**src/rtl/bcv_pkg.sv**
```systemverilog
// Package for the blit command validator: memory map constants, opcodes,
// register indexes and the payload types passed between pipeline stages.
// No dependencies.
package bcv_pkg;

  localparam logic [31:0] MemLow  = 32'h3000_0000;
  localparam logic [33:0] MemEnd  = 34'h0_4000_0000;
  localparam logic [31:0] RingLow = 32'h3002_0000;
  localparam logic [31:0] RingEnd = 32'h3002_2800;
  localparam logic [31:0] DimMax  = 32'd65535;
  localparam logic [32:0] KibMask = 33'd1023;

  localparam logic [31:0] OPC_FILL    = 32'd1;
  localparam logic [31:0] OPC_COPY    = 32'd2;
  localparam logic [31:0] OPC_KEYED   = 32'd3;
  localparam logic [31:0] OPC_PRESENT = 32'd4;
  localparam logic [31:0] OPC_SPRITES = 32'd5;
  localparam logic [31:0] OPC_LOAD    = 32'd6;

  localparam logic [1:0] CFG_SPRITE_BASE  = 2'd0;
  localparam logic [1:0] CFG_SPRITE_LIMIT = 2'd1;
  localparam logic [1:0] CFG_WINDOW_SIZE  = 2'd2;

  typedef enum logic [2:0] {
    KIND_BAD,
    KIND_FILL,
    KIND_COPY,
    KIND_KEYED,
    KIND_PRESENT,
    KIND_SPRITES,
    KIND_LOAD
  } cmd_kind_t;

  typedef struct packed {
    cmd_kind_t   kind;
    logic        pre_ok;
    logic [31:0] dst_base;
    logic [31:0] dst_prod;
    logic [17:0] dst_row;
    logic [31:0] src_base;
    logic [31:0] src_prod;
    logic [31:0] load_dst;
    logic [32:0] load_len;
    logic [31:0] load_src;
  } s1_t;

  typedef struct packed {
    cmd_kind_t   kind;
    logic        pre_ok;
    logic [31:0] dst_base;
    logic [32:0] dst_len;
    logic [31:0] src_base;
    logic [32:0] src_len;
    logic [33:0] load_win_stop;
    logic [31:0] load_src;
    logic [32:0] load_len;
    logic [33:0] load_stop;
  } s2_t;

endpackage

```
**src/rtl/blit_command_validator_core.sv**
```systemverilog
// Blit command validator: three-stage pipeline checking one eight-word command.
// One item per cycle is accepted while the output is not stalled, and each
// stage advances on its own so bubbles close under stall.
// The depth is set by the row multiply, the span add and the bound compare.
// Synchronous reset empties the pipeline and loads the register defaults.
// Depends on bcv_pkg and the three bcv stage modules.
module blit_command_validator_core
  import bcv_pkg::*;
(
  input  logic         clk,
  input  logic         rst,
  input  logic         s_axis_tvalid,
  output logic         s_axis_tready,
  // Fields from bit 0: opcode, word_one, word_two, word_three, word_four,
  // word_five, word_six, word_seven.
  input  logic [255:0] s_axis_tdata,
  output logic         m_axis_tvalid,
  input  logic         m_axis_tready,
  // Fields from bit 0: command_ok, then zero fill.
  output logic [7:0]   m_axis_tdata,
  input  logic         cfg_we,
  input  logic [1:0]   cfg_index,
  input  logic [32:0]  cfg_data
);

  logic [31:0] sprite_base;
  logic [15:0] sprite_limit;
  logic [32:0] window_size;

  logic s1_valid;
  logic s1_ready;
  s1_t  s1_data;
  logic s2_valid;
  logic s2_ready;
  s2_t  s2_data;
  logic ok;

  always_ff @(posedge clk) begin
    if (rst) begin
      sprite_base  <= 32'd0;
      sprite_limit <= 16'd256;
      window_size  <= 33'd33554432;
    end else if (cfg_we) begin
      unique case (cfg_index)
        CFG_SPRITE_BASE:  sprite_base  <= cfg_data[31:0];
        CFG_SPRITE_LIMIT: sprite_limit <= cfg_data[15:0];
        CFG_WINDOW_SIZE:  window_size  <= cfg_data;
        default: begin
        end
      endcase
    end
  end

  bcv_decode_stage u_decode (
    .clk          (clk),
    .rst          (rst),
    .in_valid     (s_axis_tvalid),
    .in_ready     (s_axis_tready),
    .in_data      (s_axis_tdata),
    .sprite_base  (sprite_base),
    .sprite_limit (sprite_limit),
    .out_valid    (s1_valid),
    .out_ready    (s1_ready),
    .out_data     (s1_data)
  );

  bcv_length_stage u_length (
    .clk       (clk),
    .rst       (rst),
    .in_valid  (s1_valid),
    .in_ready  (s1_ready),
    .in_data   (s1_data),
    .out_valid (s2_valid),
    .out_ready (s2_ready),
    .out_data  (s2_data)
  );

  bcv_bound_stage u_bound (
    .clk         (clk),
    .rst         (rst),
    .in_valid    (s2_valid),
    .in_ready    (s2_ready),
    .in_data     (s2_data),
    .window_size (window_size),
    .out_valid   (m_axis_tvalid),
    .out_ready   (m_axis_tready),
    .out_ok      (ok)
  );

  assign m_axis_tdata = {7'd0, ok};

endmodule

```
**src/rtl/bcv_decode_stage.sv**
```systemverilog
// First pipeline stage: opcode decode, operand checks, row products and
// rounded load length. Depends on bcv_pkg.
module bcv_decode_stage
  import bcv_pkg::*;
(
  input  logic         clk,
  input  logic         rst,
  input  logic         in_valid,
  output logic         in_ready,
  input  logic [255:0] in_data,
  input  logic [31:0]  sprite_base,
  input  logic [15:0]  sprite_limit,
  output logic         out_valid,
  input  logic         out_ready,
  output s1_t          out_data
);

  logic [31:0] w [8];
  logic        dst_basic;
  logic        src_basic;
  logic [15:0] ht_less;
  cmd_kind_t   kind;
  s1_t         next;

  function automatic logic rect_basic(input logic [31:0] addr, input logic [31:0] pitch,
                                      input logic [31:0] wd, input logic [31:0] ht);
    logic [31:0] row;
    row = {14'd0, wd[15:0], 2'b00};
    return (wd != 32'd0) && (ht != 32'd0) && (wd <= DimMax) && (ht <= DimMax) &&
           (pitch <= DimMax) && (pitch[1:0] == 2'b00) && (addr[1:0] == 2'b00) &&
           (pitch >= row);
  endfunction

  always_comb begin
    for (int i = 0; i < 8; i++) begin
      w[i] = in_data[32*i +: 32];
    end
  end

  always_comb begin
    unique case (w[0])
      OPC_FILL:    kind = KIND_FILL;
      OPC_COPY:    kind = KIND_COPY;
      OPC_KEYED:   kind = KIND_KEYED;
      OPC_PRESENT: kind = KIND_PRESENT;
      OPC_SPRITES: kind = KIND_SPRITES;
      OPC_LOAD:    kind = KIND_LOAD;
      default:     kind = KIND_BAD;
    endcase
  end

  assign dst_basic = rect_basic(w[1], w[2], w[3], w[4]);
  assign src_basic = rect_basic(w[6], w[7], w[3], w[4]);
  assign ht_less   = w[4][15:0] - 16'd1;

  always_comb begin
    next.kind     = kind;
    next.dst_base = w[1];
    next.dst_prod = {16'd0, ht_less} * {16'd0, w[2][15:0]};
    next.dst_row  = {w[3][15:0], 2'b00};
    next.src_base = w[6];
    next.src_prod = {16'd0, ht_less} * {16'd0, w[7][15:0]};
    next.load_dst = w[1];
    next.load_len = ({1'b0, w[5]} + KibMask) & ~KibMask;
    next.load_src = w[6];
    unique case (kind)
      KIND_FILL:    next.pre_ok = (w[6] == 32'd0) && (w[7] == 32'd0) && dst_basic;
      KIND_COPY:    next.pre_ok = (w[5] == 32'd0) && dst_basic && src_basic;
      KIND_KEYED:   next.pre_ok = dst_basic && src_basic;
      KIND_PRESENT: next.pre_ok = (w[1] | w[2] | w[3] | w[4] | w[5] | w[6] | w[7]) == 32'd0;
      KIND_SPRITES: next.pre_ok = (w[1] == sprite_base) && (w[3] != 32'd0) &&
                                  (w[3] <= {16'd0, sprite_limit}) &&
                                  ((w[2] | w[4] | w[5] | w[6] | w[7]) == 32'd0);
      KIND_LOAD:    next.pre_ok = ((w[2] | w[3] | w[4] | w[7]) == 32'd0) &&
                                  (w[5] != 32'd0) && (w[1][9:0] == 10'd0) &&
                                  (w[6][2:0] == 3'd0);
      default:      next.pre_ok = 1'b0;
    endcase
  end

  assign in_ready = !out_valid || out_ready;

  always_ff @(posedge clk) begin
    if (rst) begin
      out_valid <= 1'b0;
    end else if (in_ready) begin
      out_valid <= in_valid;
    end
  end

  always_ff @(posedge clk) begin
    if (in_ready && in_valid) begin
      out_data <= next;
    end
  end

endmodule

```
**src/rtl/bcv_length_stage.sv**
```systemverilog
// Second pipeline stage: rectangle byte spans and load end addresses.
// Depends on bcv_pkg.
module bcv_length_stage
  import bcv_pkg::*;
(
  input  logic clk,
  input  logic rst,
  input  logic in_valid,
  output logic in_ready,
  input  s1_t  in_data,
  output logic out_valid,
  input  logic out_ready,
  output s2_t  out_data
);

  s2_t next;

  always_comb begin
    next.kind          = in_data.kind;
    next.pre_ok        = in_data.pre_ok;
    next.dst_base      = in_data.dst_base;
    next.dst_len       = {1'b0, in_data.dst_prod} + {15'd0, in_data.dst_row};
    next.src_base      = in_data.src_base;
    next.src_len       = {1'b0, in_data.src_prod} + {15'd0, in_data.dst_row};
    next.load_win_stop = {2'b00, in_data.load_dst} + {1'b0, in_data.load_len};
    next.load_src      = in_data.load_src;
    next.load_len      = in_data.load_len;
    next.load_stop     = {2'b00, in_data.load_src} + {1'b0, in_data.load_len};
  end

  assign in_ready = !out_valid || out_ready;

  always_ff @(posedge clk) begin
    if (rst) begin
      out_valid <= 1'b0;
    end else if (in_ready) begin
      out_valid <= in_valid;
    end
  end

  always_ff @(posedge clk) begin
    if (in_ready && in_valid) begin
      out_data <= next;
    end
  end

endmodule

```
**src/rtl/bcv_bound_stage.sv**
```systemverilog
// Third pipeline stage: window and ring bound checks, final verdict register.
// Depends on bcv_pkg.
module bcv_bound_stage
  import bcv_pkg::*;
(
  input  logic        clk,
  input  logic        rst,
  input  logic        in_valid,
  output logic        in_ready,
  input  s2_t         in_data,
  input  logic [32:0] window_size,
  output logic        out_valid,
  input  logic        out_ready,
  output logic        out_ok
);

  logic [33:0] dst_stop;
  logic [33:0] src_stop;
  logic        dst_span;
  logic        src_span;
  logic        load_span;
  logic        ok_next;

  function automatic logic span_ok(input logic [31:0] start, input logic [32:0] len,
                                   input logic [33:0] stop);
    return (len != 33'd0) && (start >= MemLow) && (stop <= MemEnd) &&
           !((start < RingEnd) && (stop > {2'b00, RingLow}));
  endfunction

  assign dst_stop  = {2'b00, in_data.dst_base} + {1'b0, in_data.dst_len};
  assign src_stop  = {2'b00, in_data.src_base} + {1'b0, in_data.src_len};
  assign dst_span  = span_ok(in_data.dst_base, in_data.dst_len, dst_stop);
  assign src_span  = span_ok(in_data.src_base, in_data.src_len, src_stop);
  assign load_span = span_ok(in_data.load_src, in_data.load_len, in_data.load_stop) &&
                     (in_data.load_win_stop <= {1'b0, window_size});

  always_comb begin
    unique case (in_data.kind)
      KIND_FILL:    ok_next = in_data.pre_ok && dst_span;
      KIND_COPY:    ok_next = in_data.pre_ok && dst_span && src_span;
      KIND_KEYED:   ok_next = in_data.pre_ok && dst_span && src_span;
      KIND_PRESENT: ok_next = in_data.pre_ok;
      KIND_SPRITES: ok_next = in_data.pre_ok;
      KIND_LOAD:    ok_next = in_data.pre_ok && load_span;
      default:      ok_next = 1'b0;
    endcase
  end

  assign in_ready = !out_valid || out_ready;

  always_ff @(posedge clk) begin
    if (rst) begin
      out_valid <= 1'b0;
    end else if (in_ready) begin
      out_valid <= in_valid;
    end
  end

  always_ff @(posedge clk) begin
    if (in_ready && in_valid) begin
      out_ok <= ok_next;
    end
  end

endmodule

```
**config.mk**
```make
export PLATFORM = sky130hd
export DESIGN_NAME = blit_command_validator_core
export DESIGN_NICKNAME = d
export VERILOG_FILES = /design/src/rtl/bcv_pkg.sv /design/src/rtl/blit_command_validator_core.sv /design/src/rtl/bcv_decode_stage.sv /design/src/rtl/bcv_length_stage.sv /design/src/rtl/bcv_bound_stage.sv
export SDC_FILE = /design/constraint.sdc
export NUM_CORES = 2
export LEC_CHECK = 0
export BUFFER_PORTS_ARGS = -buffer_cell sky130_fd_sc_hd__buf_2
export CAP_MARGIN = 25
export CORE_MARGIN = 10
export CORE_UTILIZATION = 60
export CTS_CLUSTER_DIAMETER = 200
export DETAILED_ROUTE_END_ITERATION = 16
export GPL_ROUTABILITY_DRIVEN = 0
export PLACE_DENSITY = 0.8
export SLEW_MARGIN = 25
export SYNTH_ARGS = -nofsm -noshare
export SYNTH_HDL_FRONTEND = slang
export SYNTH_HIERARCHICAL = 1
export SYNTH_SLANG_ARGS = --single-unit
```
**constraint.sdc**
```tcl
create_clock -name clk -period 9.8 [get_ports clk]
set_clock_uncertainty 0.1 [all_clocks]
set_input_delay 0.98 -clock clk [delete_from_list [all_inputs] [get_ports clk]]
set_output_delay 0.98 -clock clk [all_outputs]
set_load 0.02 [all_outputs]
```
==> summary.md <==
| Metric | Value |
|---|---|
| Total Wirelength | approximately 130000 µm |
| H-tree levels | 2 |
| Die W | approximately 300 µm |
| Final hold vios | 0 |
| TritonCTS clock tree | built |
| WS Path Type | in2reg |
| Worst-Skew Late Latency | 0.59 ns |
| Syn Std Cell Area | 47300 µm² |
| Drt initial violations | 3238 |
| Share of layout cells above drive strength 1 | 9.92% |
| Vias | ~36000 |
| Crit. End Element | flip-flop |
| Die height | approximately 300 µm |
| Fmax | 119 MHz |
| Worst slew pin tran | 1.03 ns |
| Leakage | 0.0223 µW |
| First-pass GRT wire length | roughly 200000 µm |
| Post-DR vias/cell | roughly 6.0 |
| # rows | 102 |
| Clk sinks | 512 |
| Hpwl dp | 98800 µm |
| Pwr per Cell Area | 299 nW/µm² |
| Residual DRC count | 0 |
| Max-cap violation count | 0 |
| Initial core utilization | 60.8% |
| CTS root buffer | clkbuf_16 |
| Final setup TNS | 0 ns |
| Setup Buffers After CTS | 0 |
| Setup WS pre-CTS | 0.755 ns |
| Peak VDD IR | 0.373 mV |
| I/O pin count | roughly 300 |
| Number of global-route vias before repair | 35800 |
| Commonest non-fill, non-tap cells in the layout | 583 x inv_1, 454 x ha_1, 430 x nand2_1 |
| Layout overhead on the synthesized area | 7.30% |
| Final period util | between 80 and 90% |
| Core Util, Final | 65.2% |
| Hold Crit Class | reg2reg |
| RSZ-0062 raised after global routing | no |
| Critical Path Source Type | input pin |
| Critical Path AT | 8.63 ns |
| Final min period | 8.42 ns |
| Fin nets | 6004 |
| First-pass DRT Iterations | 7 |
| CTS Buf Count | 49 |
| Port bufs | 298 |
| Clock-pin slew of the registers on the worst-case setup and hold paths | about 0.07 ns |
| Max_slew headroom | approximately a third |
| Remaining global-route overflow | 0 |
| Syn Area/Cell | 10.1 µm² |
| PnR worst setup slack | ~1.4 ns |
| DR WL/cell | 21.2 µm |
| Post-synthesis cell count | 4694 |
| Initial antenna violation count | 5 |
| Tot GR Track Use | a little over a quarter |
| CP Max Fanout | 18 |
| CTS Buffer Depth | 3 |
| Slew Limit Fails | 0 |
| Commonest non-fill, non-tap cell in the layout | inv_1 |
| Final antenna-violating net count | 0 |
| Min Hold Slack | 0.323 ns |
| Final setup fails | 0 |
| Status | completed |
| CORE AREA | 77800 µm² |
| Hold buffer count at cts | 0 |
| Yosys warnings | 6 |
| Die area | 90500 µm² |
| Largest net degree at the start of global routing | 182 |
| Req. time, crit path | 10.02 ns |
| Total power | 15200 µW |
| Post_cts resized | 0 |
==> worst max-delay path, cell delays in order <==
cell,delay [ns]
buf_2,0.13
or3_1,0.42
or3_4,0.39
nor4_4,0.22
nand2_1,0.15
xnor2_2,0.64
buf_4,0.41
nand2_1,0.13
fa_1,0.55
fa_1,0.44
fa_1,0.51
inv_1,0.05
fa_1,0.46
fa_1,0.56
inv_1,0.06
fa_1,0.53
inv_1,0.04
ha_1,0.39
o21a_1,0.19
o211ai_1,0.08
o21ai_0,0.22
o2111ai_1,0.23
a311oi_1,0.41
or2_2,0.19
o21ai_0,0.09
xnor2_1,0.15
==> per-stage QoR <==
stage                     instance area (µm²)  instances
after floorplan                         47400       4711
after global placement                  49200       5847
after detailed placement                49200       5847
after CTS                               50700       5936
after global routing                    50800       5938
final                                   50800       5940
==> metal layers <==
layer	part of all wire [%]	GRT usage, %	up-vias
met5	0.035	0	-
met3	9.5	6.26	312
li1	-	-	16400
met1	39	34.3	17100
met2	47	44.7	1749
met4	4.5	11.2	6
==> cell type report <==
type / count / area (µm²)
Sequential cell: 512 / 14500
Clock buffer: 60 / 1330
Inverter: 582 / 2180
Fill cell: 6055 / 27100
Clock inverter: 29 / 224
Antenna cell: 2 / 5.00
Timing Repair Buffer: 332 / 1770
Tap cell: 1040 / 1300
Multi-Input combinational cell: 3383 / 29400
==> state kept, by name (all words and copies together) (netlist names) <==
name                cells
sprite_base            32
sprite_limit           16
u_bound/out_ok          1
u_bound/out_valid       1
u_decode/out_data     171
u_decode/out_valid      1
u_length/out_data     256
u_length/out_valid      1
window_size            33
==> power breakdown <==
part / total [µW] / switching, µW / internal, µW
combinational: 9980 / 5750 / 4230
sequential: 3360 / 200 / 3160
clock: 1850 / 826 / 1020
==> worst paths after layout <==
path,startpoint,end,slack [ns],cells after the start
max reg2reg,u_length/out_data[133]$_DFFE_PP_,u_bound/out_ok$_DFFE_PP_,5.19,13
min,u_decode/out_data[246]$_DFFE_PP_,u_length/out_data[266]$_DFFE_PP_,0.32,0
min reg2reg,u_decode/out_data[246]$_DFFE_PP_,u_length/out_data[266]$_DFFE_PP_,0.32,0
max,s_axis_tdata[130],u_decode/out_data[125]$_DFFE_PP_,1.38,26
(Power assumes the default switching activity.)
